File: src/rtl/arp_pkg.sv
package arp_pkg;

	localparam int ENTRIES = 8;
	localparam int IDX_W = (ENTRIES > 1) ? $clog2(ENTRIES) : 1;
	localparam int RANK_W = IDX_W;

	localparam logic [1:0] ST_FREE = 2'd0;
	localparam logic [1:0] ST_WAIT = 2'd1;
	localparam logic [1:0] ST_DONE = 2'd2;

	localparam logic [3:0] RS_HIT_SEND = 4'd0;
	localparam logic [3:0] RS_QUEUED = 4'd1;
	localparam logic [3:0] RS_QUEUE_FULL = 4'd2;
	localparam logic [3:0] RS_MISS_REQ = 4'd3;
	localparam logic [3:0] RS_BAD_SIZE = 4'd4;
	localparam logic [3:0] RS_UNSUPPORTED = 4'd5;
	localparam logic [3:0] RS_UPDATED = 4'd6;
	localparam logic [3:0] RS_INSERTED = 4'd7;
	localparam logic [3:0] RS_IGNORED = 4'd8;

	localparam logic CFG_MY_IP = 1'b0;
	localparam logic CFG_PEND_LIMIT = 1'b1;

	typedef struct packed {
		logic        kind;
		logic [15:0] pkt_len;
		logic [15:0] hw_type;
		logic [15:0] proto_type;
		logic [7:0]  hw_len;
		logic [7:0]  proto_len;
		logic [15:0] opcode;
		logic [47:0] sender_mac;
		logic [31:0] sender_ip;
		logic [31:0] tgt_ip;
	} in_item_t;

	typedef struct packed {
		logic [3:0]  status;
		logic [47:0] mac_out;
		logic [3:0]  release_count;
		logic [3:0]  drop_count;
		logic        send_request;
		logic        send_reply;
	} out_item_t;

	typedef struct packed {
		logic load;
		logic search;
		logic update;
	} cmd_t;

	typedef struct packed {
		logic done;
	} sts_t;

endpackage

File: src/rtl/arp_datapath.sv
module arp_datapath (
	input  logic               clk,
	input  logic               arst_n,
	input  arp_pkg::cmd_t      cmd,
	output arp_pkg::sts_t      sts,
	input  arp_pkg::in_item_t  item,
	input  logic [31:0]        my_ip,
	input  logic [3:0]         pending_limit,
	output arp_pkg::out_item_t result
);
	localparam int N = arp_pkg::ENTRIES;
	localparam int IW = arp_pkg::IDX_W;

	logic [1:0]  stat_q [N];
	logic [31:0] ip_q [N];
	logic [47:0] mac_q [N];
	logic [3:0]  pend_q [N];
	logic [IW-1:0] rank_q [N];

	arp_pkg::in_item_t item_q;

	// search results
	logic          hit_q, free_q;
	logic [IW-1:0] hit_idx_q, free_idx_q, lru_idx_q;

	logic [31:0]   key;
	logic          hit_c, free_c;
	logic [IW-1:0] hit_idx_c, free_idx_c, lru_idx_c;

	assign key = item_q.kind ? item_q.sender_ip : item_q.tgt_ip;

	// lowest-index match/free; LRU is highest rank, lowest index on tie
	always_comb begin
		hit_c = 1'b0;
		free_c = 1'b0;
		hit_idx_c = '0;
		free_idx_c = '0;
		lru_idx_c = '0;
		for (int i = N - 1; i >= 0; i--) begin
			if (stat_q[i] != arp_pkg::ST_FREE && ip_q[i] == key) begin
				hit_c = 1'b1;
				hit_idx_c = IW'(i);
			end
			if (stat_q[i] == arp_pkg::ST_FREE) begin
				free_c = 1'b1;
				free_idx_c = IW'(i);
			end
		end
		for (int i = 1; i < N; i++)
			if (rank_q[i] > rank_q[lru_idx_c])
				lru_idx_c = IW'(i);
	end

	logic valid_pkt, bad_size, force_ins;
	assign bad_size = item_q.pkt_len < 16'd28;
	assign valid_pkt = item_q.hw_type == 16'd1 && item_q.hw_len == 8'd6 &&
		item_q.proto_type == 16'h0800 && item_q.proto_len == 8'd4 &&
		(item_q.opcode == 16'd1 || item_q.opcode == 16'd2);
	assign force_ins = item_q.tgt_ip == my_ip;

	// update decision
	logic          touch, was_used, wr_new;
	logic [IW-1:0] e;
	logic [IW:0]   old_rank;
	arp_pkg::out_item_t res_c;

	always_comb begin
		res_c = '0;
		touch = 1'b0;
		was_used = 1'b1;
		wr_new = 1'b0;
		e = hit_idx_q;
		if (!item_q.kind) begin
			touch = 1'b1;
			if (hit_q) begin
				if (stat_q[e] == arp_pkg::ST_DONE) begin
					res_c.status = arp_pkg::RS_HIT_SEND;
					res_c.mac_out = mac_q[e];
				end else if (pend_q[e] < pending_limit)
					res_c.status = arp_pkg::RS_QUEUED;
				else
					res_c.status = arp_pkg::RS_QUEUE_FULL;
			end else begin
				wr_new = 1'b1;
				res_c.status = arp_pkg::RS_MISS_REQ;
				res_c.send_request = 1'b1;
				if (free_q) begin
					e = free_idx_q;
					was_used = 1'b0;
				end else begin
					e = lru_idx_q;
					res_c.drop_count = pend_q[lru_idx_q];
				end
			end
		end else if (bad_size)
			res_c.status = arp_pkg::RS_BAD_SIZE;
		else if (!valid_pkt)
			res_c.status = arp_pkg::RS_UNSUPPORTED;
		else begin
			res_c.send_reply = force_ins && item_q.opcode == 16'd1;
			if (hit_q) begin
				touch = 1'b1;
				res_c.status = arp_pkg::RS_UPDATED;
				res_c.mac_out = item_q.sender_mac;
				res_c.release_count = pend_q[e];
			end else if (free_q) begin
				touch = 1'b1;
				wr_new = 1'b1;
				e = free_idx_q;
				was_used = 1'b0;
				res_c.status = arp_pkg::RS_INSERTED;
			end else if (force_ins) begin
				touch = 1'b1;
				wr_new = 1'b1;
				e = lru_idx_q;
				res_c.drop_count = pend_q[lru_idx_q];
				res_c.status = arp_pkg::RS_INSERTED;
			end else
				res_c.status = arp_pkg::RS_IGNORED;
		end
		old_rank = was_used ? {1'b0, rank_q[e]} : (IW + 1)'(N);
	end

	always_ff @(posedge clk) begin
		if (cmd.load)
			item_q <= item;
		if (cmd.search) begin
			hit_q <= hit_c;
			free_q <= free_c;
			hit_idx_q <= hit_idx_c;
			free_idx_q <= free_idx_c;
			lru_idx_q <= lru_idx_c;
		end
		if (cmd.update) begin
			result <= res_c;
			if (touch && item_q.kind) begin
				mac_q[e] <= item_q.sender_mac;
				if (wr_new)
					ip_q[e] <= item_q.sender_ip;
			end else if (wr_new) begin
				mac_q[e] <= '0;
				ip_q[e] <= item_q.tgt_ip;
			end
		end
	end

	always_ff @(posedge clk or negedge arst_n) begin
		if (!arst_n) begin
			for (int i = 0; i < N; i++) begin
				stat_q[i] <= arp_pkg::ST_FREE;
				pend_q[i] <= '0;
				rank_q[i] <= '0;
			end
			sts <= '0;
		end else begin
			sts.done <= cmd.update;
			if (cmd.update && touch) begin
				for (int i = 0; i < N; i++)
					if (IW'(i) != e && stat_q[i] != arp_pkg::ST_FREE &&
						{1'b0, rank_q[i]} < old_rank)
						rank_q[i] <= rank_q[i] + 1'b1;
				rank_q[e] <= '0;
				if (item_q.kind) begin
					stat_q[e] <= arp_pkg::ST_DONE;
					pend_q[e] <= '0;
				end else if (wr_new) begin
					stat_q[e] <= arp_pkg::ST_WAIT;
					pend_q[e] <= 4'd1;
				end else if (res_c.status == arp_pkg::RS_QUEUED)
					pend_q[e] <= pend_q[e] + 4'd1;
			end
		end
	end

	assert property (@(posedge clk) disable iff (!arst_n)
		cmd.update && touch |=> rank_q[$past(e)] == '0)
		else $error("touched entry not most recent");
	assert property (@(posedge clk) disable iff (!arst_n)
		cmd.update && !item_q.kind |-> res_c.send_reply == 1'b0)
		else $error("reply on resolve");
	assert property (@(posedge clk) disable iff (!arst_n)
		cmd.update && res_c.send_request |-> res_c.status == arp_pkg::RS_MISS_REQ)
		else $error("request without miss");

endmodule

File: src/rtl/arp_ctrl.sv
module arp_ctrl (
	input  logic          clk,
	input  logic          arst_n,
	input  logic          in_valid,
	output logic          in_ready,
	output logic          out_valid,
	input  logic          out_ready,
	output arp_pkg::cmd_t cmd,
	input  arp_pkg::sts_t sts
);
	localparam logic [1:0] S_IDLE = 2'd0;
	localparam logic [1:0] S_SRCH = 2'd1;
	localparam logic [1:0] S_UPD = 2'd2;
	localparam logic [1:0] S_OUT = 2'd3;

	logic [1:0] state_q;

	assign in_ready = state_q == S_IDLE;
	assign out_valid = state_q == S_OUT;
	assign cmd.load = in_valid && in_ready;
	assign cmd.search = state_q == S_SRCH;
	assign cmd.update = state_q == S_UPD;

	always_ff @(posedge clk or negedge arst_n) begin
		if (!arst_n)
			state_q <= S_IDLE;
		else begin
			case (state_q)
				S_IDLE: if (in_valid) state_q <= S_SRCH;
				S_SRCH: state_q <= S_UPD;
				S_UPD: state_q <= S_OUT;
				S_OUT: if (out_ready) state_q <= S_IDLE;
				default: state_q <= S_IDLE;
			endcase
		end
	end

	assert property (@(posedge clk) disable iff (!arst_n)
		state_q == S_OUT |-> sts.done || $past(state_q) == S_OUT)
		else $error("output without update");
	assert property (@(posedge clk) disable iff (!arst_n)
		cmd.update |=> out_valid)
		else $error("update not followed by output");
	assert property (@(posedge clk) disable iff (!arst_n)
		!(in_ready && out_valid))
		else $error("overlap");

endmodule

File: src/rtl/arp_cache_lru_engine.sv
// Channel | Direction | Handshake             | Payload
// in      | input     | in_valid / in_ready   | in_item (arp_pkg::in_item_t)
// out     | output    | out_valid / out_ready | out_item (arp_pkg::out_item_t)
// cfg     | input     | cfg_valid / cfg_ready | cfg_index, cfg_data
//
// A transaction passes through accept, associative search over all entries,
// table/LRU update, and result held until taken. The controller serializes
// items. Reset clears entry status, pending counts and ranks at once; no sweep.
// A stalled output holds the controller and blocks new input transactions.
// Config is always ready.
module arp_cache_lru_engine (
	input  logic               clk,
	input  logic               arst_n,
	input  logic               in_valid,
	output logic               in_ready,
	input  arp_pkg::in_item_t  in_item,
	output logic               out_valid,
	input  logic               out_ready,
	output arp_pkg::out_item_t out_item,
	input  logic               cfg_valid,
	output logic               cfg_ready,
	input  logic [0:0]         cfg_index,
	input  logic [31:0]        cfg_data
);
	logic [31:0]   my_ip_q;
	logic [3:0]    pend_limit_q;
	arp_pkg::cmd_t cmd;
	arp_pkg::sts_t sts;

	assign cfg_ready = 1'b1;

	// register file: only indexes 0 and 1 exist
	always_ff @(posedge clk or negedge arst_n) begin
		if (!arst_n) begin
			my_ip_q <= '0;
			pend_limit_q <= 4'd4;
		end else if (cfg_valid) begin
			case (cfg_index)
				arp_pkg::CFG_MY_IP: my_ip_q <= cfg_data;
				arp_pkg::CFG_PEND_LIMIT: pend_limit_q <= cfg_data[3:0];
				default: ;
			endcase
		end
	end

	arp_ctrl u_ctrl (
		.clk(clk), .arst_n(arst_n),
		.in_valid(in_valid), .in_ready(in_ready),
		.out_valid(out_valid), .out_ready(out_ready),
		.cmd(cmd), .sts(sts)
	);

	arp_datapath u_dp (
		.clk(clk), .arst_n(arst_n),
		.cmd(cmd), .sts(sts),
		.item(in_item), .my_ip(my_ip_q), .pending_limit(pend_limit_q),
		.result(out_item)
	);

endmodule
File: config.mk
export PLATFORM = sky130hd
export DESIGN_NAME = arp_cache_lru_engine
export DESIGN_NICKNAME = d
export VERILOG_FILES = /design/src/rtl/arp_pkg.sv /design/src/rtl/arp_datapath.sv /design/src/rtl/arp_ctrl.sv /design/src/rtl/arp_cache_lru_engine.sv
export SDC_FILE = /design/constraint.sdc
export NUM_CORES = 1
export LEC_CHECK = 0
export BUFFER_PORTS_ARGS = -buffer_cell sky130_fd_sc_hd__clkbuf_2
export CORE_UTILIZATION = 40
export DETAILED_ROUTE_END_ITERATION = 10
export HOLD_SLACK_MARGIN = 0.15
export PLACE_DENSITY = 0.69
export SLEW_MARGIN = 20
export SYNTH_ARGS = -nofsm -noshare
export SYNTH_HDL_FRONTEND = slang
export SYNTH_SLANG_ARGS = --single-unit
File: constraint.sdc
create_clock -name clk -period 18.3 [get_ports clk]
set_clock_uncertainty 0.15 [all_clocks]
set_input_delay 1.83 -clock clk [delete_from_list [all_inputs] [get_ports clk]]
set_output_delay 1.83 -clock clk [all_outputs]
set_load 0.03 [all_outputs]
==> impl_results.md, run 1 <==
* Status: complete, no violations
* Final hold vios at 0
* Antenna violations before repair at 16
* Pre-antenna DRT Iters at 5
* Register area share after synthesis at 69.7%
* Power density cells at 144 nW/um2
* Tmin final at 11320 ps
* Setup CP Type: reg -> reg
* Setup Buffers After CTS at 0
* Starting density of the core at 40.5%
* Die Span Y at 330 um
* CP Capture Type: flip-flop
* Vias in the first global route at 24.2k
* Worst setup margin at 6980 ps
* FP Rows at 119
* Synth-to-layout area growth at 16.5%
* Clock-pin slew of the registers on the worst-case setup and hold paths at 60 ps
* Resized Gates After CTS at 0
* Ys async rst share at 10.8%
* Clock tree buffer depth at 3
* Crit path from: u_dp.rank_q[22]
* Wirelength per Cell at 24.8 um
* CTS tree: yes
* Cells after Synth at 2624
* Slew @ Worst Pin at 1140 ps
* CTS Hold Bufs at 0
* Synth Flop Type: edfxtp_1
* Commonest non-fill, non-tap cell in the layout: edfxtp_1
* Top-area cell type share of the netlist area at 63.3%
* Cell repeated most along the worst path: o21ai_0
* Full die area at 109000 um2
* Yosys warns at 0
* Highest cell delay on the worst timing path at 570 ps
* Die X-Extent at 330 um
* FF-to-FF Start: u_dp.rank_q[22]
* Post-Route WL at 111000 um
* Total leakage power at 17.3 nW
* HPWL Detailed at 71300 um
* RSZ-0062 raised after global routing: no
* Starting DRC count in detailed routing at 2535
* Root buffer cell: clkbuf_16
* Fin nets at 3271
* Largest net degree at the start of global routing at 117
* Mapped Nets at 2908
* Max capacitance violation total at 0
* # IOs at 296
* H-tree Lvls at 3
* Fin. max-slew vios at 0
* Total CTS buffers at 100
* Hold Crit Start: pend_limit_q[3]
* FF+latch count, synth at 1014
* Worst Setup Start Kind: flip-flop
* I/O Buffers at 292
* Via count at 24.6k
* Total core area at 106000 um2
* Final ANT Viol Nets at 0
* Worst skew pair latency at 690 ps
* FMAX at 0.0883 GHz
* Fraction of layout cells with a size suffix above 1 at 24.7%
* Final GP Congestion at 0.885
* DR vias/cell at 5.51
* Worst Hold Class: reg -> reg
* Synth Cell Area at 42900 um2
* Drt drc at 0
* Final setup vio count at 0
* CTS Sinks at 1014
* Synth area leaders: edfxtp_1 63%, dfrtp_1 6.4%, mux4_2 5.9%, xnor2_1 3.8%, mux2i_1 2.7%
* Mean Syn Cell Area at 16.4 um2
* Global router's overall resource usage at 20.4%
* Grt total ovfl at 0
* Global-route wire length before repair at 161000 um
* WP data arrival at 11600 ps
* Max-Slew Margin vs Limit at 22.6%
* Yosys cell types at 80
* WP data required at 18570 ps
* Post-synth EDFFs at 904
* Most frequent cells in the layout: 904 x edfxtp_1, 291 x clkbuf_2, 185 x xnor2_1
* Post-route clock period utilization at 61.9%
* Slowest cell on the critical path: a31oi_1
* Synth area leader: edfxtp_1
* Worst-path fanout max at 9
* Pre-CTS WS at 7080 ps
* Peak VDD IR at 0.0992 mV
* Setup TNS Final at 0 ps
==> path summary, 6_finish.rpt <==
kind,slack [ps],depth (start not counted),endpoint
worst max register to register,6980,52,u_dp.lru_idx_q[1]
worst max-delay path,6980,52,u_dp.lru_idx_q[1]
max in group asynchronous,15540,2,my_ip_q[15]
worst min-delay path,360,1,pend_limit_q[3]
min in group asynchronous,1020,1,u_dp.rank_q[12]
worst min register to register,360,1,pend_limit_q[3]
==> kinds of logic after synthesis <==
group	synth area share (%)
buffers and inverters	1.23
and+or+nand+nor	6.52
AOI/OAI and AO/OA	4.21
adders and majority gates	1.55
muxes	10.7
xor gates and xnor gates	6.06
DFF	69.7
other	0.00874
==> through the flow <==
step / power, mW / instance area, um2 / utilization [%] / hold slack [ps] / cells
after detailed placement: 5.09 / 46400 / 43.9 / 345 / 4273
after CTS: 7.21 / 49900 / 47.1 / 359 / 4462
after global routing: 7.48 / 50000 / 47.2 / 375 / 4466
after global placement: 5.05 / 46400 / 43.8 / 345 / 4271
after floorplan: 4.42 / 42900 / - / 324 / 2624
final: 7.19 / 50000 / 47.2 / 356 / 4470
==> layout make-up <==
class	instances	area, um2
timing repair buffer	355	2040
multi-input combinational	1477	12700
sequential	1014	29900
tap	1391	1740
clock buffer	127	2720
inverter	39	148
antenna	5	12.5
clock inverter	62	744
fill	8831	55900
==> cell usage after synthesis, drive strengths merged (3+ instances only) <==
cell	number
a32oi	8
nor2	97
nor2b	66
o21ai	103
inv	38
xnor2	185
a211oi	9
clkbuf	59
a31oi	10
a22o	10
a221oi	3
nand4	52
and2	10
nor4b	3
mux4	112
nor3b	3
ha	53
buf	35
a311oi	10
dfrtp	109
xor2	112
a211o	4
nor4	65
edfxtp	904
a22oi	3
mux2i	120
nand2b	6
a2111oi	5
o221ai	3
and3	14
o22ai	6
mux2	76
a21oi	39
a21o	7
o22a	7
nand2	168
nor3	19
o21a	6
o211ai	13
or4	8
nand4b	3
nand3	31
==> sequential cells by signal, indices dropped and copies added (netlist names), named ones only <==
register,count
u_dp.mac_q,384
u_dp.ip_q,256
u_dp.item_q,191
u_dp.result,62
my_ip_q,32
u_dp.pend_q,32
u_dp.rank_q,24
pend_limit_q,4
u_dp.free_idx_q,3
u_dp.hit_idx_q,3
u_dp.lru_idx_q,3
u_ctrl.state_q,2
u_dp.free_q,1
u_dp.hit_q,1
==> critical path: cells and delay by family, from the launching register on <==
family	cells	cell delay (ps)
mux	4	930
simple gates	11	2030
fa+ha+maj	7	1900
buf+inv	4	350
compound gates	26	5230
flops	1	440
==> power breakdown <==
group / switching (mW) / internal, mW
clock network: 0.900 / 1.23
logic: 1.20 / 0.680
registers: 0.225 / 2.95
==> layer usage <==
metal,routed length [um],global-route usage [%],part of all wire (%)
met5,149,0,0.13
met4,3560,7.01,3.2
met3,10200,5.59,9.2
met2,50800,31.2,46
met1,46300,27.9,42
Note: power is estimated with default switching activity, not from simulation.
==> inputs of run 2 (changes only) <==
clock period = 11.55 ns   (was 18.3 ns; I/O delays follow)
==> impl_results.md, run 2 (synthesis gave the netlist of run 1 again) <==
* Clock-pin slew of the registers on the worst-case setup and hold paths at 70 ps
* Wirelength per Cell at 25.1 um
* Final core utilization at 47.1%
* Power density cells at 227 nW/um2
* Status: finished with violations
* WP data arrival at 10920 ps
* Placed Cells at 4270
* Max capacitance violation total at 0
* Global-route wire length before repair at 164000 um
* Worst-path fanout max at 9
* Max-Slew Margin vs Limit at 20.8%
* Most frequent cells in the layout: 904 x edfxtp_1, 291 x clkbuf_2, 185 x xnor2_1
* H-tree Lvls at 3
* Total core area at 106000 um2
* Peak VDD IR at 0.148 mV
* Post-Route WL at 112000 um
* Hold WS at 325 ps
* Worst Setup Start Kind: flip-flop
* Root buffer cell: clkbuf_16
* Post-route insts no fill at 4467
* CTS Sinks at 1014
* Slowest cell on the critical path: dfrtp_1
* Biggest register: u_dp.mac_q
* Failing checks: DRC
* Post-route cell area at 49900 um2
* CTS Hold Bufs at 0
* HPWL Detailed at 71700 um
* Worst setup margin at 906 ps
* Synth-to-layout area growth at 16.3%
* Max FFs per register at 384
* Pre-CTS WS at 600 ps
* CTS tree: yes
* # IOs at 296
* Post-route clock period utilization at 92.2%
* Tmin final at 10640 ps
* Final setup vio count at 0
* Final ANT Viol Nets at 0
* Global router's overall resource usage at 20.5%
* Fraction of layout cells with a size suffix above 1 at 24.7%
* Antenna violations before repair at 12
* Setup TNS Final at 0 ps
* Vias in the first global route at 24.5k
* Starting DRC count in detailed routing at 2423
* Highest cell delay on the worst timing path at 460 ps
* Worst Hold Class: in -> async
* Pre-antenna DRT Iters at 8
* Commonest non-fill, non-tap cell in the layout: edfxtp_1
* Full die area at 109000 um2
* Power, Total at 11.3 mW
* FP Rows at 119
* Grt total ovfl at 0
* Biggest regs: u_dp.mac_q: 384 flops, u_dp.ip_q: 256 flops, u_dp.item_q: 191 flops
* Total leakage power at 17.3 nW
* Worst skew pair latency at 690 ps
* Die X-Extent at 330 um
* Largest net degree at the start of global routing at 147
* WP data required at 11820 ps
* Drt drc at 2
* Fillers at 8930
* Via count at 25.0k
* Slew @ Worst Pin at 1170 ps
* Starting density of the core at 40.5%
* I/O Buffers at 292
* FMAX at 0.0939 GHz
* Cell area after placement at 46400 um2
* Cell repeated most along the worst path: o21ai_0
* Clock tree buffer depth at 3
* Die Span Y at 330 um
* Fin nets at 3272
* Setup CP Type: reg -> reg
* CP Capture Type: flip-flop
* Final GP Congestion at 0.908
* Total CTS buffers at 100
* Final hold vios at 0
* Fin. max-slew vios at 0
* DR vias/cell at 5.59
-- run 2: cell count changes in the layout (fill, tap and decap cells not counted), sizes merged, moves of 2 or more --
cell,previous run,this run
clkinv,43,47
bufinv,12,9
clkbuf,418,415
diode,5,3
-- run 2: final timing paths --
check | start | end | slack, ps | cells after the start
max | u_dp.rank_q[22] | u_dp.lru_idx_q[1] | 910 | 54
min | arst_n | u_dp.rank_q[13] | 320 | 1
max reg2reg | u_dp.rank_q[22] | u_dp.lru_idx_q[1] | 910 | 54
min reg2reg | pend_limit_q[1] | pend_limit_q[1] | 360 | 1
max in group asynchronous | arst_n | my_ip_q[16] | 9680 | 3
min in group clk | pend_limit_q[1] | pend_limit_q[1] | 360 | 1
-- run 2: where the power goes --
part / internal [mW] / switching (mW)
Combinational: 1.09 / 1.93
Clock: 1.85 / 1.42
Sequential: 4.67 / 0.355
Total: 7.61 / 3.71
-- run 2: worst max-delay path, delay by kind of cell, from the launching register on --
| family | cells | cell delay, ps |
|---|---|---|
| compound gates | 27 | 4470 |
| fa+ha+maj | 7 | 2130 |
| buf+inv | 4 | 560 |
| flops | 1 | 460 |
| mux | 3 | 520 |
| simple gates | 13 | 2090 |
-- run 2: what timing repair did --
| item | CTS | global route |
|---|---|---|
| setup buffers | 0 | 2 |
| endpoints found under the setup margin | 0 | 3 |
| gates resized for setup | 0 | 6 |
| endpoints found under the hold margin | 0 | 0 |
-- run 2: routing by layer --
metal	vias up	global-route usage, %	part of all wire (%)
met3	168	4.29	8.3
met5	-	0	0.11
li1	10900	-	-
met1	12800	29.0	42
met4	18	5.35	2.2
met2	1049	32.3	47
-- run 2: area by class of cell --
cell class | instances | area [um2] | area share [%]
diodes | 3 | 7.51 | 0.0150
clock inverters | 63 | 653 | 1.31
clock buffers | 124 | 2650 | 5.32
flip-flops and latches | 1014 | 29900 | 59.9
well taps | 1391 | 1740 | 3.49
inverters | 39 | 148 | 0.296
repair buffers | 356 | 2060 | 4.13
multi-input cells | 1477 | 12700 | 25.5
==> inputs of run 3 (changes only) <==
ABC_AREA = 1   (was not set)
==> impl_results.md, run 3 <==
* Final GP Congestion at 0.935
* FMAX at 0.0954 GHz
* Yosys warns at 0
* DR vias/cell at 5.50
* WP data arrival at 10770 ps
* CP Capture Type: flip-flop
* Post-Route WL at 124000 um
* Mean Syn Cell Area at 11.9 um2
* Setup TNS Final at 0 ps
* Most frequent cell after synthesis: edfxtp_1
* Peak VDD IR at 0.900 mV
* FF-to-FF Start: u_dp.rank_q[23]
* Yosys cell types at 72
* Cell repeated most along the worst path: nand2_1
* CTS Hold Bufs at 0
* Max-Slew Margin vs Limit at 20.6%
* Worst Hold Class: in -> async
* RSZ-0062 raised after global routing: no
* Synth area leaders: edfxtp_1 61%, nand2_1 6.7%, dfrtp_1 6.2%, o21ai_0 2.7%, inv_1 2.3%
* Largest net degree at the start of global routing at 121
* Antenna violations before repair at 4
* Final setup vio count at 0
* Tmin final at 10480 ps
* CTS Sinks at 1014
* H-tree Lvls at 3
* Global router's overall resource usage at 21.7%
* Fraction of layout cells with a size suffix above 1 at 16.2%
* Synth-to-layout area growth at 14.9%
* # IOs at 296
* Starting density of the core at 40.5%
* Full die area at 112000 um2
* Slew @ Worst Pin at 1180 ps
* Final core utilization at 46.5%
* Die X-Extent at 334 um
* Setup CP Type: reg -> reg
* Top-area cell type share of the netlist area at 61.4%
* Worst skew pair latency at 710 ps
* Synth area leader: edfxtp_1
* Total leakage power at 18.8 nW
* FF+latch count, synth at 1014
* Clock tree buffer depth at 3
* CTS tree: yes
* Register area share after synthesis at 67.6%
* Worst Setup Start Kind: flip-flop
* Post-synth EDFFs at 904
* Global-route wire length before repair at 182000 um
* Synth Cell Area at 44200 um2
* HPWL Detailed at 78900 um
* Commonest cells post-synth: 904 x edfxtp_1, 786 x nand2_1, 274 x inv_1
* Resized Gates After CTS at 0
* Critical Path Sink: u_dp.lru_idx_q[2]
* Highest cell delay on the worst timing path at 480 ps
* Biggest register: u_dp.mac_q
* Root buffer cell: clkbuf_16
* Total CTS buffers at 103
* Max FFs per register at 384
* Die Span Y at 334 um
* Crit path from: u_dp.rank_q[23]
* Max capacitance violation total at 0
* Power density cells at 332 nW/um2
* FP Rows at 121
* Cells after Synth at 3728
* Clock-pin slew of the registers on the worst-case setup and hold paths at 60 ps
* Final hold vios at 0
* Mapped Nets at 4012
* Most frequent cells in the layout: 904 x edfxtp_1, 784 x nand2_1, 291 x clkbuf_2
* Pre-antenna DRT Iters at 6
* Fin nets at 4312
* Ys async rst share at 10.8%
* Via count at 30.8k
* Worst-path fanout max at 9
* I/O Buffers at 292
* Biggest regs: u_dp.mac_q: 384 flops, u_dp.ip_q: 256 flops, u_dp.item_q: 191 flops
* Status: complete, no violations
* Total core area at 109000 um2
* Wirelength per Cell at 22.1 um
* Post-route clock period utilization at 90.7%
* Grt total ovfl at 0
* Commonest non-fill, non-tap cell in the layout: edfxtp_1
* R2R depth at 58
* Drt drc at 0
* Slowest cell on the critical path: dfrtp_1
* Worst r2r dst: u_dp.lru_idx_q[2]
* R2r setup slk at 1070 ps
* WP data required at 11850 ps
* Final ANT Viol Nets at 0
* Fin. max-slew vios at 0
* Vias in the first global route at 29.3k
* Starting DRC count in detailed routing at 3422
* Synth Flop Type: edfxtp_1
* Setup Buffers After CTS at 0
-- run 3: cell types whose count changed after synthesis, sizes merged, moves of 120 or more --
cell and delta:
a21oi +151, inv +259, mux2i -120, nand2 +631
nor2 +160, o21ai +167
-- run 3: where the power goes --
group	internal, mW	switching, mW	leakage [nW]
Combinational	2.81	5.73	7.59
Sequential	4.80	0.286	9.59
Clock	1.83	1.42	1.60
-- run 3: logic make-up (layout without fill, tap and decap cells) --
kind of cell / count (synthesis) / in the layout / synth area share [%]
other: 1 / 2 / 0.00848
buffers and inverters: 457 / 844 / 4.03
AND/OR/NAND/NOR: 1257 / 1257 / 12.2
flip-flops: 1014 / 1014 / 67.6
multiplexers: 22 / 22 / 0.560
XOR/XNOR: 126 / 126 / 2.50
adder cells (fa/ha/maj): 53 / 53 / 1.50
AO/OA/AOI/OAI: 798 / 798 / 11.6
-- run 3: stage by stage --
step / total power [mW] / hold slack (ps) / std cells / area (um2) / setup slack (ps)
2_1_floorplan: 11.7 / 298 / 3728 / 44200 / 2570
3_3_place_gp: 13.4 / 315 / 5397 / 47500 / 1090
3_5_place_dp: 13.6 / 326 / 5398 / 47500 / 1020
4_1_cts: 16.8 / 268 / 5590 / 50800 / 981
5_1_grt: 18.0 / 305 / 5591 / 50800 / 10.5
6_report: 16.9 / 271 / 5592 / 50800 / 1070
-- run 3: layer usage --
metal | GRT usage (%) | part of all wire, % | up-vias | routed length, um
li1 | - | - | 14000 | -
met1 | 29.4 | 40 | 14900 | 49900
met2 | 34.3 | 46 | 1572 | 57000
met3 | 4.61 | 10 | 232 | 12500
met4 | 7.65 | 3.5 | 4 | 4290
met5 | 0 | 0.020 | - | 25
-- run 3: how the worst min path moves through the flow --
stage                    startpoint         endpoint  slack (ps)  cells past startpoint
finish                       arst_n      my_ip_q[24]         270                      1
global route                 arst_n      my_ip_q[24]         310                      1
CTS                          arst_n      my_ip_q[24]         270                      1
detailed placement  u_dp.pend_q[27]  u_dp.pend_q[27]         330                      2
global placement    u_dp.pend_q[27]  u_dp.pend_q[27]         320                      2
floorplan           pend_limit_q[0]  pend_limit_q[0]         300                      2
-- run 3: final cells by class --
| class | instances | area (um2) |
|---|---|---|
| antenna | 1 | 2.50 |
| clock buffer | 134 | 2740 |
| clock inverter | 58 | 529 |
| fill | 9682 | 58300 |
| inverter | 304 | 1170 |
| multi-input combinational | 2257 | 12700 |
| sequential | 1014 | 29900 |
| tap | 1476 | 1850 |
| timing repair buffer | 348 | 1920 |
-- run 3: critical path: cells and delay by family (launching register included) --
kind,cells,cell delay [ps]
fa+ha+maj,7,2160
buf+inv,8,1200
simple gates,19,2440
compound gates,24,3790
flops,1,480
